[config.mk]
export PLATFORM = sky130hd
export DESIGN_NAME = utf8_byte_stream_decoder
export DESIGN_NICKNAME = d
export VERILOG_FILES = /design/src/design/utf8d_pkg.sv /design/src/design/utf8_byte_stream_decoder.sv
export SDC_FILE = /design/constraint.sdc
export NUM_CORES = 1
export LEC_CHECK = 0
export ABC_AREA = 1
export BUFFER_PORTS_ARGS = -buffer_cell sky130_fd_sc_hd__buf_2
export CORE_ASPECT_RATIO = 0.7
export CORE_UTILIZATION = 45
export CTS_BUF_LIST = sky130_fd_sc_hd__clkbuf_2
export CTS_CLUSTER_DIAMETER = 80
export DETAILED_ROUTE_END_ITERATION = 10
export PLACE_DENSITY = 0.61
export SETUP_SLACK_MARGIN = 0.1
export SLEW_MARGIN = 20
export SYNTH_ARGS = -nofsm -noshare
export SYNTH_HDL_FRONTEND = slang
export SYNTH_SLANG_ARGS = --single-unit
export TNS_END_PERCENT = 100
[constraint.sdc]
create_clock -name clk -period 4.01 [get_ports clk]
set_input_delay 0.401 -clock clk [delete_from_list [all_inputs] [get_ports clk]]
set_output_delay 0.401 -clock clk [all_outputs]
set_load 0.02 [all_outputs]
[src/design/utf8d_pkg.sv]
// ----------------------------------------------------------------------------
// UTF-8 decoder package
// Beat types and constants shared by the UTF-8 byte stream decoder.
// ----------------------------------------------------------------------------
package utf8d_pkg;

	localparam int CpWidth = 21;

	// U+FFFD, sent in place of bad input
	localparam logic [CpWidth-1:0] REPLACEMENT_CHAR = 21'h00FFFD;

	// Input beat: one raw byte or an end-of-input mark
	typedef struct packed {
		logic [7:0] data_byte;
		logic       end_of_input;
	} in_item_t;

	// Output beat: one decoded character or an end mark
	typedef struct packed {
		logic [CpWidth-1:0] code_point;
		logic               substituted;
		logic               stream_ended;
	} out_item_t;

endpackage

[src/design/utf8_byte_stream_decoder.sv]
// ----------------------------------------------------------------------------
// UTF-8 byte stream decoder
// Decodes one UTF-8 byte per beat into 21-bit code points, with U+FFFD
// replacement for bad input and an optional 16-bit limit.
// ----------------------------------------------------------------------------
// A byte is held in the input register while it is decoded; its result beat
// (if any) is then written to the result register, which drives out_valid.
// Throughput: one byte per cycle; the decode state updates in a single pass.
// The input stalls only while a result is held by a stalled output.
// Reset (arst_n low) clears the decode state, the limit register and both
// valid flags.
module utf8_byte_stream_decoder
	import utf8d_pkg::*;
(
	input  logic      clk,
	input  logic      arst_n,
	input  logic      cfg_we,
	input  logic      cfg_wdata,
	input  logic      in_valid,
	output logic      in_stall,
	input  in_item_t  in_item,
	output logic      out_valid,
	input  logic      out_stall,
	output out_item_t out_item
);

	logic               limit_q;
	logic               valid_s1;
	in_item_t           item_s1;
	logic [1:0]         expected_q;
	logic [CpWidth-1:0] partial_q;
	logic               out_valid_q;
	out_item_t          out_item_q;

	logic               emit;
	out_item_t          result;
	logic [1:0]         expected_nxt;
	logic [CpWidth-1:0] partial_nxt;
	logic [CpWidth-1:0] merged;
	logic [7:0]         b;
	logic               out_free;
	logic               advance;
	logic               in_take;

	// Configuration register
	always_ff @(posedge clk or negedge arst_n) begin
		if (!arst_n) begin
			limit_q <= 1'b0;
		end else if (cfg_we) begin
			limit_q <= cfg_wdata;
		end
	end

	// Handshake: a byte moves on when its result (if any) has a slot
	assign out_free = !out_valid_q || !out_stall;
	assign advance  = valid_s1 && (!emit || out_free);
	assign in_stall = valid_s1 && !advance;
	assign in_take  = in_valid && !in_stall;

	// Input register
	always_ff @(posedge clk or negedge arst_n) begin
		if (!arst_n) begin
			valid_s1 <= 1'b0;
		end else if (in_take) begin
			valid_s1 <= 1'b1;
		end else if (advance) begin
			valid_s1 <= 1'b0;
		end
	end

	always_ff @(posedge clk) begin
		if (in_take) begin
			item_s1 <= in_item;
		end
	end

	// Merge continuation payload at the slot the remaining count selects
	assign b = item_s1.data_byte;
	always_comb begin
		unique case (expected_q)
			2'd3:    merged = partial_q | {3'b0, b[5:0], 12'b0};
			2'd2:    merged = partial_q | {9'b0, b[5:0], 6'b0};
			default: merged = partial_q | {15'b0, b[5:0]};
		endcase
	end

	// Decode one byte against the open sequence
	always_comb begin
		emit                = 1'b0;
		result.code_point   = '0;
		result.substituted  = 1'b0;
		result.stream_ended = 1'b0;
		expected_nxt        = expected_q;
		partial_nxt         = partial_q;
		if (item_s1.end_of_input) begin
			emit                = 1'b1;
			result.stream_ended = 1'b1;
			expected_nxt        = 2'd0;
			partial_nxt         = '0;
		end else if (expected_q == 2'd0) begin
			priority if (!b[7]) begin
				emit              = 1'b1;
				result.code_point = {13'b0, b};
			end else if (b[7:5] == 3'b110) begin
				partial_nxt  = {10'b0, b[4:0], 6'b0};
				expected_nxt = 2'd1;
			end else if (b[7:4] == 4'b1110) begin
				partial_nxt  = {5'b0, b[3:0], 12'b0};
				expected_nxt = 2'd2;
			end else if (b[7:3] == 5'b11110) begin
				partial_nxt  = {b[2:0], 18'b0};
				expected_nxt = 2'd3;
			end else begin
				emit               = 1'b1;
				result.code_point  = REPLACEMENT_CHAR;
				result.substituted = 1'b1;
			end
		end else if (b[7:6] != 2'b10) begin
			// drop the partial sequence, consume the byte
			emit               = 1'b1;
			result.code_point  = REPLACEMENT_CHAR;
			result.substituted = 1'b1;
			expected_nxt       = 2'd0;
			partial_nxt        = '0;
		end else if (expected_q == 2'd1) begin
			emit         = 1'b1;
			expected_nxt = 2'd0;
			partial_nxt  = '0;
			if (limit_q && (merged[20:16] != 5'd0)) begin
				result.code_point  = REPLACEMENT_CHAR;
				result.substituted = 1'b1;
			end else begin
				result.code_point = merged;
			end
		end else begin
			expected_nxt = expected_q - 2'd1;
			partial_nxt  = merged;
		end
	end

	// Decode state: advance only when the byte moves on
	always_ff @(posedge clk or negedge arst_n) begin
		if (!arst_n) begin
			expected_q <= 2'd0;
			partial_q  <= '0;
		end else if (advance) begin
			expected_q <= expected_nxt;
			partial_q  <= partial_nxt;
		end
	end

	// Result register
	always_ff @(posedge clk or negedge arst_n) begin
		if (!arst_n) begin
			out_valid_q <= 1'b0;
		end else if (advance && emit) begin
			out_valid_q <= 1'b1;
		end else if (!out_stall) begin
			out_valid_q <= 1'b0;
		end
	end

	always_ff @(posedge clk) begin
		if (advance && emit) begin
			out_item_q <= result;
		end
	end

	assign out_valid = out_valid_q;
	assign out_item  = out_item_q;

	// End beats carry no character
	a_end_clean: assert property (@(posedge clk) disable iff (!arst_n)
		out_valid && out_item.stream_ended |->
			out_item.code_point == '0 && !out_item.substituted)
		else $error("end beat carries a character");

	// Substitution always sends U+FFFD
	a_subst_fffd: assert property (@(posedge clk) disable iff (!arst_n)
		out_valid && out_item.substituted |-> out_item.code_point == REPLACEMENT_CHAR)
		else $error("substituted beat is not U+FFFD");

	// End of input closes any open sequence
	a_end_idle: assert property (@(posedge clk) disable iff (!arst_n)
		advance && item_s1.end_of_input |=> expected_q == 2'd0 && partial_q == '0)
		else $error("sequence still open after end of input");

	// Stall only with a held byte
	a_stall_held: assert property (@(posedge clk) disable iff (!arst_n)
		in_stall |-> valid_s1 && emit && out_valid_q && out_stall)
		else $error("input stalled without a blocked result");

endmodule

==> impl_results.md <==
* Main synth FF type: edfxtp_1
* Crit start category: flop
* Final hold viol count at 0
* Final wirelength at 6.36 mm
* Die height at 68.6 um
* Hold Crit Class: in2reg
* Clock Latency Late Sink at 500 ps
* Post-Synthesis Cell Area at 2850 sq um
* RSZ-0062 raised after global routing: false
* Worst Setup End Kind: flop
* Max_cap viols at 0
* DRC errors left at 0
* Gate count of the mapped netlist at 303
* Max Fclk at 369 MHz
* Port Buffers at 39
* R2r endpoint: out_item[21]
* FILL cells at 514
* Antenna diode count at 0
* Crit share post-route at 67.5%
* Die width at 97.1 um
* Initial Utilization at 48.3%
* Largest net degree at the start of global routing at 27
* GRT Overall Usage at 21.3%
* WHS Path Cells at 1
* Core area at 5900 sq um
* Clk buf depth at 2
* Finished Core Util at 54.0%
* WL per Instance at 15.0 um
* Power per Cell Area at 599 nW/um^2
* Outcome: finished, final reports clean
* # rows at 23
* CTS tree: done
* Count of cell types in the netlist at 27
* Top cell by count, worst path: inv_1
* Post-DP HPWL at 4.75 mm
* TritonCTS Buffers at 9
* Buffers and inverters on the worst path at 4
* Clk slew on worst S/H paths at 160 ps
* Critical R2R Launch: expected_q[0]
* Critical-path maximum fanout at 23
* Slew HR at 42.7%
* Postcts setup bufs at 0
* YS warnings at 0
* WS Path Type: reg2reg
* R2R setup slack at 1300 ps
* DR vias/cell at 5.29
* Final Setup Violations at 0
* Syn nets at 322
* Synthesized flop and latch total at 58
* CTS H-tree depth at 3
* Register area share after synthesis at 56.6%
* Final #Nets at 363
* Worst-case reg-to-reg path depth at 10
* Die area at 6660 sq um
* Share of the synthesized area in the top cell type at 33.7%
* Post-DRT Antenna Nets at 0
* Post-synth EDFFs at 32
* Post-synth top area cell: edfxtp_1
* Tmin final at 2710 ps
* Worst Path Arrival at 2850 ps
* Leak at 0.00148 uW
* Ports at 40
* Slowest CP cell: inv_1
* Initial DRC Count at 141
* Area growth from synthesis to layout at 11.8%
* Ratio of cells with drive above 1 in the final layout at 20.3%
* Clock sinks at 58
* Slew @ Worst Pin at 859 ps
* CP cell instances: inv_1 > ha_1 > inv_2 > nor2_4 > nand3_2 > nand3_4 > nand2_1 > inv_1 > nand3_1 > inv_1
* Data required time of the worst path at 4160 ps
* Vias at 2243
* VDD IR-drop max at 0.251 mV
* Slowest stage delay, CP at 640 ps
* Vias in the first global route at 2024
* FFs w/ async S/R, synth at 44.8%
* First-pass GRT wire length at 10.4 mm
* Hold Path End: b[2]
* Synth Area per Inst at 9.40 sq um
* Routability Congestion at 0.913
* CTS root buffer: clkbuf_2
* Drt first pass iters at 5
* Worst Hold Launch: in_item[3]
* GRT overflow at 0
* Setup tns final at 0 ps
* Main area contributors after synthesis: edfxtp_1, dfrtp_1, nand2_1
* Initial antenna violation count at 0
* Max Clock Skew at 7.62 ps
* CP top delay family: buffers and inverters
* Max Transition Viols Final at 0
worst max path at each step:
| stage | from | end | slack, ps | cells past startpoint |
|---|---|---|---|---|
| final | expected_q[0] | out_item[21] | 1300 | 10 |
| after global routing | expected_q[0] | out_item[19] | 1050 | 9 |
| after floorplan | expected_q[0] | out_item[0] | 1830 | 11 |
| after detailed placement | expected_q[0] | out_item[19] | 1330 | 10 |
| after CTS | expected_q[0] | out_item[21] | 1280 | 10 |
| after global placement | expected_q[0] | out_item[20] | 1350 | 9 |
synth_stat cells, drive strengths merged, types with 4 or more instances:
| cell type | n |
|---|---|
| ha | 4 |
| nand4 | 5 |
| a21oi | 13 |
| nand3 | 27 |
| inv | 33 |
| o21bai | 5 |
| edfxtp | 32 |
| buf | 10 |
| o211ai | 8 |
| dfrtp | 26 |
| o21ai | 24 |
| nand2 | 82 |
| nor3 | 10 |
| nor2 | 18 |
per-stage QoR:
step	setup WS (ps)	area, sq um	instances	power (uW)	hold slack, ps
floorplan	1830	2850	303	1380	105
global placement	1350	3060	407	1550	443
detailed placement	1330	3060	407	1550	444
CTS	1280	3180	424	1910	27.4
global route	1050	3180	424	2020	32.3
finish	1300	3180	424	1910	57.8
report_power, final:
part | internal, uW | leakage [uW] | switching (uW)
combinational | 193 | 0.000746 | 491
sequential | 796 | 0.000665 | 61.8
clock | 147 | 0.0000679 | 217
placed cells by master (no fill, tap or decap):
cell / n
nand2_1: 78
buf_2: 39
edfxtp_1: 32
inv_1: 29
dfrtp_1: 26
nand3_1: 23
o21ai_0: 20
nor2_1: 15
a21oi_1: 13
clkbuf_2: 11
nor3_1: 10
o211ai_1: 8
nand4_1: 5
o21bai_1: 5
nand2_2: 4
o21ai_1: 4
ha_1: 4
inv_2: 3
clkinv_1: 3
nor2_4: 2
nand3_2: 2
nand3_4: 2
o22ai_1: 2
clkinvlp_4: 2
clkinv_2: 2
nor2_8: 1
inv_4: 1
mux2_2: 1
bufinv_16: 1
dlygate4sd3_1: 1
cell type report:
class / instances / area [sq um] / share of cell area (%)
flip-flops and latches: 58 / 1610 / 50.6
clock buffers: 11 / 55.1 / 1.73
inverters: 36 / 138 / 4.32
clock inverters: 5 / 55.1 / 1.73
multi-input cells: 199 / 1020 / 32.2
repair buffers: 40 / 205 / 6.45
well taps: 75 / 93.8 / 2.95
layer usage:
layer / vias to the layer above / GRT usage (%) / routed length (um)
met2: 94 / 29.6 / 2410
met4: 0 / 8.40 / 97
met1: 1036 / 31.1 / 3340
met5: - / 0 / 0
met3: 9 / 6.55 / 509
li1: 1104 / - / -
what timing repair did:
item,4_1_cts,5_1_grt
hold buffers,1,0
gates resized for setup,0,0
hold endpoints to repair,26,0
state kept, by name, summed over array words and instances (netlist names):
signal      count
b               8
expected_q      2
item_s1         1
limit_q         1
out_item       23
out_valid       1
partial_q      21
valid_s1        1
logic make-up after synthesis:
family                   count (synthesis)  synth area share [%]
AO/OA/AOI/OAI                           52                  10.4
adder cells (fa/ha/maj)                  4                  1.76
buffers and inverters                   46                  7.42
flip-flops                              58                  56.6
multiplexers                             1                 0.395
AND/OR/NAND/NOR                        142                  23.5
Note: power is estimated with default switching activity, not from simulation.
